===== src/hdl/ces_pkg.sv =====
package ces_pkg;

    localparam int NUM_CHANNELS_DEF        = 16;
    localparam int SAMPLES_PER_CHANNEL_DEF = 4;

    localparam int CFG_AW = 2;
    localparam int CFG_DW = 10;

    // register indexes on the configuration port
    localparam logic [CFG_AW-1:0] CFG_FIRST_CHANNEL   = 2'd0;
    localparam logic [CFG_AW-1:0] CFG_START_THRESHOLD = 2'd1;
    localparam logic [CFG_AW-1:0] CFG_CYCLE_TICKS     = 2'd2;

    localparam logic [5:0]        FIRST_CHANNEL_RST   = 6'd11;
    localparam logic signed [7:0] START_THRESHOLD_RST = -8'sd100;
    localparam logic [9:0]        CYCLE_TICKS_RST     = 10'd304;

    typedef struct packed {
        logic signed [7:0] rssi_sample;
    } t_in_beat;

    typedef struct packed {
        logic              set_channel;
        logic [5:0]        channel_number;
        logic              jam_start;
        logic              jam_stop;
        logic signed [7:0] best_average;
    } t_out_beat;

    typedef struct packed {
        logic [5:0]        first_channel;
        logic signed [7:0] start_threshold;
        logic [9:0]        cycle_ticks;
    } t_cfg;

endpackage


===== src/hdl/ces_chan_if.sv =====
interface ces_chan_if #(
    parameter type t_data = logic
);
    logic  valid;
    logic  ready;
    t_data data;

    modport source (output valid, output data, input ready);
    modport sink (input valid, input data, output ready);
endinterface


===== src/hdl/ces_avg.sv =====
module ces_avg #(
    parameter int SAMPLES_PER_CHANNEL = 4,
    parameter int SUM_W               = 10
) (
    input  logic signed [SUM_W-1:0] i_sum,
    output logic signed [7:0]       o_avg
);
    // divide by a constant through a reciprocal multiply, exact for SUM_W-bit magnitudes
    localparam int          K    = SUM_W + 5;
    localparam int          RECI = ((2 ** K) + SAMPLES_PER_CHANNEL - 1) / SAMPLES_PER_CHANNEL;
    localparam logic [K:0]  M    = (K+1)'(RECI);

    logic               w_neg;
    logic [SUM_W-1:0]   w_mag;
    logic [SUM_W+K:0]   w_prod;
    logic [SUM_W-1:0]   w_quo;
    logic [7:0]         w_q8;

    always_comb begin
        w_neg  = i_sum[SUM_W-1];
        w_mag  = w_neg ? (SUM_W)'(-i_sum) : (SUM_W)'(i_sum);
        w_prod = (SUM_W+K+1)'(w_mag) * (SUM_W+K+1)'(M);
        w_quo  = w_prod[K +: SUM_W];
        w_q8   = w_quo[7:0];
        // truncation toward zero: divide the magnitude, then restore the sign
        o_avg  = w_neg ? $signed(-w_q8) : $signed(w_q8);
    end
endmodule


===== src/hdl/ces_seq.sv =====
module ces_seq #(
    parameter int NUM_CHANNELS        = 16,
    parameter int SAMPLES_PER_CHANNEL = 4
) (
    input  logic               i_clk,
    input  logic               i_rst_n,
    input  logic               i_step,
    input  logic signed [7:0]  i_sample,
    input  ces_pkg::t_cfg      i_cfg,
    output ces_pkg::t_out_beat o_result
);
    import ces_pkg::*;

    localparam int SUM_W = 8 + $clog2(SAMPLES_PER_CHANNEL);
    localparam int CNT_W = (SAMPLES_PER_CHANNEL > 1) ? $clog2(SAMPLES_PER_CHANNEL) : 1;
    localparam logic [9:0]       SCAN_TICKS = 10'(NUM_CHANNELS * SAMPLES_PER_CHANNEL);
    localparam logic [CNT_W-1:0] CNT_LAST   = CNT_W'(SAMPLES_PER_CHANNEL - 1);

    typedef logic signed [SUM_W-1:0] t_sum;

    logic [9:0]        r_tick,  n_tick;
    logic [CNT_W-1:0]  r_cnt,   n_cnt;
    logic [5:0]        r_cur,   n_cur;
    t_sum              r_sum,   n_sum;
    logic signed [7:0] r_best,  n_best;
    logic [5:0]        r_bch,   n_bch;

    t_sum              w_sum_acc;
    logic signed [7:0] w_avg;
    logic [9:0]        w_tick_inc;

    assign w_sum_acc = r_sum + t_sum'(i_sample);

    ces_avg #(
        .SAMPLES_PER_CHANNEL(SAMPLES_PER_CHANNEL),
        .SUM_W              (SUM_W)
    ) u_avg (
        .i_sum(w_sum_acc),
        .o_avg(w_avg)
    );

    always_comb begin
        n_tick   = r_tick;
        n_cnt    = r_cnt;
        n_cur    = r_cur;
        n_sum    = r_sum;
        n_best   = r_best;
        n_bch    = r_bch;
        o_result = '0;

        if (r_tick < SCAN_TICKS) begin
            n_sum = w_sum_acc;
            n_cnt = r_cnt + 1'b1;
            if (r_cnt == CNT_LAST) begin
                if (w_avg > r_best) begin
                    n_best = w_avg;
                    n_bch  = r_cur;
                end
                n_cur                   = r_cur + 6'd1;
                n_sum                   = '0;
                n_cnt                   = '0;
                o_result.set_channel    = 1'b1;
                o_result.channel_number = r_cur + 6'd1;
            end
            o_result.best_average = n_best;
        end else if (r_tick == SCAN_TICKS) begin
            o_result.set_channel    = 1'b1;
            o_result.channel_number = r_bch;
            o_result.best_average   = r_best;
            n_bch                   = i_cfg.first_channel;
            n_best                  = i_cfg.start_threshold;
        end else begin
            o_result.jam_start    = 1'b1;
            o_result.best_average = r_best;
        end

        w_tick_inc = r_tick + 10'd1;
        n_tick     = w_tick_inc;
        // end of cycle overrides any channel command of this beat
        if (w_tick_inc >= i_cfg.cycle_ticks) begin
            n_tick                  = '0;
            n_cur                   = i_cfg.first_channel;
            n_sum                   = '0;
            n_cnt                   = '0;
            o_result.jam_stop       = 1'b1;
            o_result.set_channel    = 1'b1;
            o_result.channel_number = i_cfg.first_channel;
        end
    end

    always_ff @(posedge i_clk) begin
        if (!i_rst_n) begin
            r_tick <= '0;
            r_cnt  <= '0;
            r_cur  <= FIRST_CHANNEL_RST;
            r_sum  <= '0;
            r_best <= START_THRESHOLD_RST;
            r_bch  <= FIRST_CHANNEL_RST;
        end else if (i_step) begin
            r_tick <= n_tick;
            r_cnt  <= n_cnt;
            r_cur  <= n_cur;
            r_sum  <= n_sum;
            r_best <= n_best;
            r_bch  <= n_bch;
        end
    end
endmodule


===== src/hdl/channel_energy_scan_jam_sequencer_core.sv =====
// a sample beat is held in the sample register, then its result in the result
// register; one beat per cycle while the output is not stalled
// the sample register and the result register each hold one beat, so a stalled
// output still lets one more sample in
// reset (synchronous, active low): registers return to first channel 11,
// threshold -100, cycle length 304; scan state and both pipeline stages clear
module channel_energy_scan_jam_sequencer_core #(
    parameter int NUM_CHANNELS        = ces_pkg::NUM_CHANNELS_DEF,
    parameter int SAMPLES_PER_CHANNEL = ces_pkg::SAMPLES_PER_CHANNEL_DEF
) (
    input  logic                       i_clk,
    input  logic                       i_rst_n,
    input  logic                       i_cfg_we,
    input  logic [ces_pkg::CFG_AW-1:0] i_cfg_idx,
    input  logic [ces_pkg::CFG_DW-1:0] i_cfg_data,
    ces_chan_if.sink                   i_sample_ch,
    ces_chan_if.source                 o_result_ch
);
    import ces_pkg::*;

    t_cfg              r_cfg;
    logic              r_in_valid;
    logic signed [7:0] r_sample;
    logic              r_out_valid;
    t_out_beat         r_out_data;
    t_out_beat         w_result;
    t_in_beat          w_in_beat;
    logic              w_adv;
    logic              w_in_ready;
    logic              w_step;

    assign w_in_beat  = i_sample_ch.data;
    assign w_adv      = !r_out_valid || o_result_ch.ready;
    assign w_in_ready = !r_in_valid || w_adv;
    assign w_step     = r_in_valid && w_adv;

    assign i_sample_ch.ready = w_in_ready;
    assign o_result_ch.valid = r_out_valid;
    assign o_result_ch.data  = r_out_data;

    ces_seq #(
        .NUM_CHANNELS       (NUM_CHANNELS),
        .SAMPLES_PER_CHANNEL(SAMPLES_PER_CHANNEL)
    ) u_seq (
        .i_clk   (i_clk),
        .i_rst_n (i_rst_n),
        .i_step  (w_step),
        .i_sample(r_sample),
        .i_cfg   (r_cfg),
        .o_result(w_result)
    );

    always_ff @(posedge i_clk) begin
        if (!i_rst_n) begin
            r_cfg.first_channel   <= FIRST_CHANNEL_RST;
            r_cfg.start_threshold <= START_THRESHOLD_RST;
            r_cfg.cycle_ticks     <= CYCLE_TICKS_RST;
        end else if (i_cfg_we) begin
            case (i_cfg_idx)
                CFG_FIRST_CHANNEL:   r_cfg.first_channel   <= i_cfg_data[5:0];
                CFG_START_THRESHOLD: r_cfg.start_threshold <= $signed(i_cfg_data[7:0]);
                CFG_CYCLE_TICKS:     r_cfg.cycle_ticks     <= i_cfg_data[9:0];
                default: ;
            endcase
        end
    end

    always_ff @(posedge i_clk) begin
        if (!i_rst_n) begin
            r_in_valid  <= 1'b0;
            r_out_valid <= 1'b0;
        end else begin
            if (w_in_ready) begin
                r_in_valid <= i_sample_ch.valid;
            end
            if (w_adv) begin
                r_out_valid <= r_in_valid;
            end
        end
    end

    always_ff @(posedge i_clk) begin
        if (w_in_ready && i_sample_ch.valid) begin
            r_sample <= w_in_beat.rssi_sample;
        end
        if (w_step) begin
            r_out_data <= w_result;
        end
    end
endmodule


===== src/flat_wrapper.sv =====
// flat-port wrapper written by rule: the top's interface ports become plain ports
module channel_energy_scan_jam_sequencer_core_flat import ces_pkg::*;
#(
    parameter int NUM_CHANNELS        = ces_pkg::NUM_CHANNELS_DEF,
    parameter int SAMPLES_PER_CHANNEL = ces_pkg::SAMPLES_PER_CHANNEL_DEF
)
  (i_clk, i_rst_n, i_cfg_we, i_cfg_idx, i_cfg_data, i_sample_ch_valid, i_sample_ch_data, i_sample_ch_ready, o_result_ch_valid, o_result_ch_data, o_result_ch_ready);
  ces_chan_if #(.t_data(t_in_beat)) i_sample_ch_i ();
  ces_chan_if #(.t_data(t_out_beat)) o_result_ch_i ();
  input  logic i_clk;
  input  logic i_rst_n;
  input  logic i_cfg_we;
  input  logic [ces_pkg::CFG_AW-1:0] i_cfg_idx;
  input  logic [ces_pkg::CFG_DW-1:0] i_cfg_data;
  input wire logic [$bits(i_sample_ch_i.valid)-1:0] i_sample_ch_valid;
  input wire logic [$bits(i_sample_ch_i.data)-1:0] i_sample_ch_data;
  output wire logic [$bits(i_sample_ch_i.ready)-1:0] i_sample_ch_ready;
  output wire logic [$bits(o_result_ch_i.valid)-1:0] o_result_ch_valid;
  output wire logic [$bits(o_result_ch_i.data)-1:0] o_result_ch_data;
  input wire logic [$bits(o_result_ch_i.ready)-1:0] o_result_ch_ready;
  assign i_sample_ch_i.valid = i_sample_ch_valid;
  assign i_sample_ch_i.data = i_sample_ch_data;
  assign i_sample_ch_ready = i_sample_ch_i.ready;
  assign o_result_ch_valid = o_result_ch_i.valid;
  assign o_result_ch_data = o_result_ch_i.data;
  assign o_result_ch_i.ready = o_result_ch_ready;
  channel_energy_scan_jam_sequencer_core #(.NUM_CHANNELS(NUM_CHANNELS), .SAMPLES_PER_CHANNEL(SAMPLES_PER_CHANNEL)) u_core (.i_clk(i_clk), .i_rst_n(i_rst_n), .i_cfg_we(i_cfg_we), .i_cfg_idx(i_cfg_idx), .i_cfg_data(i_cfg_data), .i_sample_ch(i_sample_ch_i), .o_result_ch(o_result_ch_i));
endmodule

===== config.mk =====
export PLATFORM = sky130hd
export DESIGN_NAME = channel_energy_scan_jam_sequencer_core_flat
export DESIGN_NICKNAME = d
export VERILOG_FILES = /design/src/hdl/ces_pkg.sv /design/src/hdl/ces_chan_if.sv /design/src/hdl/ces_avg.sv /design/src/hdl/ces_seq.sv /design/src/hdl/channel_energy_scan_jam_sequencer_core.sv /design/src/flat_wrapper.sv
export SDC_FILE = /design/constraint.sdc
export NUM_CORES = 1
export LEC_CHECK = 0
export ABC_AREA = 1
export BUFFER_PORTS_ARGS = -buffer_cell sky130_fd_sc_hd__clkbuf_2
export CAP_MARGIN = 20
export CORE_ASPECT_RATIO = 1.75
export CORE_MARGIN = 2
export CORE_UTILIZATION = 65
export CTS_CLUSTER_SIZE = 12
export DETAILED_ROUTE_END_ITERATION = 6
export HOLD_SLACK_MARGIN = 0.08
export PLACE_DENSITY = 0.86
export SETUP_SLACK_MARGIN = 0.15
export SLEW_MARGIN = 20
export SYNTH_ARGS = -nofsm -noshare
export SYNTH_HDL_FRONTEND = slang
export SYNTH_SLANG_ARGS = --single-unit

===== constraint.sdc =====
create_clock -name i_clk -period 6.1 [get_ports i_clk]
set_input_delay 0.305 -clock i_clk [delete_from_list [all_inputs] [get_ports i_clk]]
set_output_delay 0.305 -clock i_clk [all_outputs]
set_load 0.1 [all_outputs]

==> run summary <==
The floorplan step set the die width to 72.9 um. The share of total power consumed by net switching came out at 31.8%. CTS placed an instance of sky130_fd_sc_hd__clkbuf_16 at the clock tree root.

The total routed wirelength is between 10,000 and 15,000 um. The area taken by multi-input logic gates is about 2800 um2. Averaged over all synthesized cells, the footprint is 7.40 um2. The final cell count without fillers came out at 860.

The global placement routability congestion came out at 1.00. The clock period could shrink to between 5 and 6 ns. The floorplan step defined a die boundary enclosing 9090 um2.

The final cycle utilization of the critical path came out at 84.1%. The hold path startpoint is i_sample_ch_data[5]. The total half-perimeter wirelength after legalization and detailed placement came out at 10,300 um. The critical path's slowest cell is sky130_fd_sc_hd__edfxtp_1. The internal portion of total power is 1.09 mW. The number of hold buffers added after CTS came out at 0. The number of instances in the synthesized netlist is between 700 and 800.

The via count normalized by instance count came out at 5.93. The headroom to the max-slew limit came out at 39.2%. The repair_antennas step left the layout with diodes totalling 0. For the pin with the worst max-slew slack, the measured transition is just over 0.9 ns. In this run the number of cells on the critical path is 29. The die outline height came out at 125 um.

The number of flip-flops and latches in the synthesized netlist is 93. The worst setup path startpoint is u_core.r_sample[7]. The count of yosys warnings during synthesis is 0. The xor/xnor cell area share of the yosys netlist is ~2.2%. The share of power burned in registers came out at 42.3%. Summing the areas of all and, or, nand and nor instances in the mapped netlist gives around 28% of the synthesized area.

The clock transition at the registers of the reported paths is 0.06 ns. In this run the critical register-to-register path is captured at u_core.u_seq.r_bch[0]. The total clock buffers created by CTS is 9. The relative contribution of combinational cells to total power is about a quarter. The max-cap check violation count came out at 0. The final layout contains 821 nets.

The class of the tightest hold or removal check is in2reg. The routed wirelength normalized by instance count is 15.9 um. The critical path is of the reg2reg type. The post-synthesis cell area came out at 5410 um2. The maximum number of pins on one net before global-route repair came out at 42. The vias after detailed routing is 5,101. IR analysis of the VDD net gives a maximum drop of 0.243 mV. The number of endpoints with negative hold slack in the final report is 0.

For this design the static power due to leakage is between 2 and 3 nW. The final total negative setup slack came out at 0 ns. The clock drives 93 sinks.

The delay contributed by the slowest stage of the critical path is around 0.43 ns. The sequential cell area fraction in the yosys report is 39.1%. The setup slack of the most critical reg-to-reg path came out at 0.97 ns. The number of nets handed over by synthesis was 788.

The wire length of the first global-routing pass is about 22,000 um. The count of input and output buffers is 43. Compared with the post-synthesis result, the final layout area differs by 9.75%.

The later pin in the worst-skew pair is clocked with a latency of 0.34 ns. The worst clock skew came out at ~0.0041 ns. The net switching power of the design came out at 509 uW. The end of the critical path is u_core.u_seq.r_bch[0]. The fraction of the mapped netlist area in compound gates came out at 14.0%. The type of element launching the critical path is a flip-flop.

The worst path setup slack after routing came out at 0.971 ns. The placeable core area came out at roughly 8000 um2. The proportion of synthesized area in mux cells came out at 0.370%. The count of standard-cell rows came out at 44. The cell that appears most often on the critical path is sky130_fd_sc_hd__nand2_1. Once the floorplan was initialized, standard cells occupied 65.9% of the core. Static timing analysis puts the maximum clock frequency at 0.195 GHz. The worst-case setup slack after placement is 1.08 ns. The worst endpoint data arrival time came out at 5.32 ns. The H-tree depth is 3. The dominant combinational cell family by area after synthesis is simple AND/OR/NAND/NOR gates. Global routing consumed, over all layers together, 31.6% of the routing resources. The filler cell count came out at roughly 650. The number of buffers inserted by post-CTS setup repair came out at 0. The cell family contributing the most delay on the critical path is simple AND/OR/NAND/NOR gates. The number of placed cells counting well taps is roughly 840. The proportion of power drawn by the clock network is about a third.

The share of cells above drive strength 1 came out at 12.4%. The number of ports placed on the die boundary is 44. The area taken by flip-flops and latches came out at 2110 um2. The final-layout worst hold slack came out at 0.138 ns.

In the routed design, unresolved DRC markers number 0. The number of antenna violations at the first check in global routing came out at 0. The number of pins exceeding their max-slew limit in the final report came out at 0. Cells fill a little over 70% of the core in the end. The number of global-route vias before repair came to 4,901.

The run finished with clean final reports. The power density of the placed cells came out at 270 nW/um2. The maximum fanout along the worst path came out at 20. Setup repair after global routing left no endpoint under its margin. The deepest clock path buffer count is 2. The count of distinct cell types in the synthesized netlist is 43.

Data on the critical path is required at its endpoint by 6.29 ns. Global routing finished with a remaining overflow of 0. The number of buffers and inverters on the critical path came out at 4. The first detailed-routing pass ran for 6 iterations. Counting cells, the worst reg-to-reg path comes to 29. STA classifies the critical path endpoint as a flip-flop.

In this run, post-CTS repair resized a total of 0 instances. The worst register-to-register path begins at u_core.r_sample[7]. The detail route stage leaves a number of antenna-violating nets equal to 0.

Setup violations remaining at the end of the flow were counted as 0. TritonCTS built the clock tree. After the first detailed-routing iteration, the DRC count stood at 413. Of the total synthesized cell area, the portion taken by full adders, half adders and majority gates is roughly 7.8%.
==> cell type report <==
cell class | instances | area share (%)
Clock buffer | 14 | 4.64
Tap cell | 92 | 1.94
Inverter | 94 | 5.95
Sequential cell | 93 | 35.6
Timing Repair Buffer | 44 | 3.75
Clock inverter | 2 | 0.253
Multi-Input combinational cell | 521 | 47.9
==> cell families after synthesis <==
group,after synthesis
compound gates,135
xor+xnor,13
fa+ha+maj,33
buf+inv,116
flops,93
mux,2
simple gates,338
==> metrics by stage <==
| stage | total power, mW | instance area, um2 |
|---|---|---|
| CTS | 1.60 | 5930 |
| floorplan | 0.984 | 5410 |
| global route | 1.67 | 5930 |
| global placement | 1.06 | 5640 |
| detailed placement | 1.07 | 5640 |
| finish | 1.60 | 5930 |
==> registers in the layout, indices dropped and copies added (netlist names), 6 cells and up <==
register                 count
u_core.r_cfg                24
u_core.r_sample              8
u_core.u_seq.r_tick         10
u_core.u_seq.r_best          8
u_core.u_seq.r_sum          10
u_core.u_seq.r_cur           6
u_core.o_result_ch.data     17
u_core.u_seq.r_bch           6
==> Yosys cell counts (all sizes together) <==
| cell | n | area (um2) |
|---|---|---|
| fa | 1 | 20.0 |
| clkbuf | 16 | 60.1 |
| nand3 | 56 | 313 |
| a21o | 1 | 7.51 |
| nor3 | 3 | 15.0 |
| or2 | 2 | 12.5 |
| nor2 | 47 | 196 |
| nand3b | 3 | 22.5 |
| mux2i | 2 | 20.0 |
| nor4 | 2 | 12.5 |
| a21boi | 2 | 15.0 |
| edfxtp | 25 | 751 |
| o311ai | 2 | 17.5 |
| a31oi | 6 | 37.5 |
| ha | 32 | 400 |
| a211oi | 1 | 7.51 |
| o31ai | 1 | 12.5 |
| inv | 93 | 349 |
| o211ai | 13 | 97.6 |
| o21ai | 47 | 239 |
| dfxtp | 68 | 1360 |
| nand2 | 207 | 835 |
| nand4 | 18 | 113 |
| a21oi | 60 | 308 |
| buf | 6 | 41.3 |
| o21a | 1 | 7.51 |
| a221oi | 1 | 8.76 |
| xor2 | 13 | 121 |
| clkinv | 1 | 3.75 |
==> worst min path at each step <==
stage,end,slack [ns],cells after the start
6_report,u_core.r_sample[5],0.14,1
5_1_grt,u_core.r_sample[5],0.14,1
4_1_cts,u_core.r_sample[5],0.14,1
3_5_place_dp,u_core.r_cfg[17],0.46,2
3_3_place_gp,u_core.r_cfg[14],0.45,2
2_1_floorplan,u_core.r_sample[0],0.40,0
==> worst register-to-register path, delay by kind of cell, from the launching register on <==
| kind | cells | cell delay, ns |
|---|---|---|
| flops | 1 | 0.43 |
| simple gates | 19 | 2.67 |
| compound gates | 3 | 0.71 |
| fa+ha+maj | 3 | 0.87 |
| buf+inv | 4 | 0.33 |
==> layout by cell type, fill, tap and decap left out, drive strengths merged <==
cell type,count
nand2,207
inv,94
dfxtp,68
a21oi,60
clkbuf,57
nand3,56
o21ai,47
nor2,47
ha,32
edfxtp,25
nand4,18
o211ai,13
xor2,13
a31oi,6
nand3b,3
nor3,3
nor4,2
o311ai,2
a21boi,2
mux2i,2
or2,2
clkinv,2
o21a,1
a21o,1
o31ai,1
a211oi,1
a221oi,1
fa,1
buf,1
==> power groups by stage <==
stage | clock network (mW) | logic [mW] | registers [mW]
final | 0.541 | 0.383 | 0.677
after floorplan | 0 | 0.261 | 0.723
after detailed placement | 0 | 0.376 | 0.690
after global placement | 0 | 0.366 | 0.689
after global routing | 0.567 | 0.426 | 0.679
after CTS | 0.545 | 0.378 | 0.677
==> per-layer routing <==
| metal | track usage (%) | wire length [um] | vias to the layer above |
|---|---|---|---|
| met5 | 0 | 0 | - |
| met1 | 34.2 | 5140 | 2365 |
| met3 | 4.45 | 516 | 55 |
| met2 | 56.7 | 7370 | 196 |
| li1 | - | - | 2485 |
| met4 | 17.0 | 614 | 0 |
(Power assumes the default switching activity.)
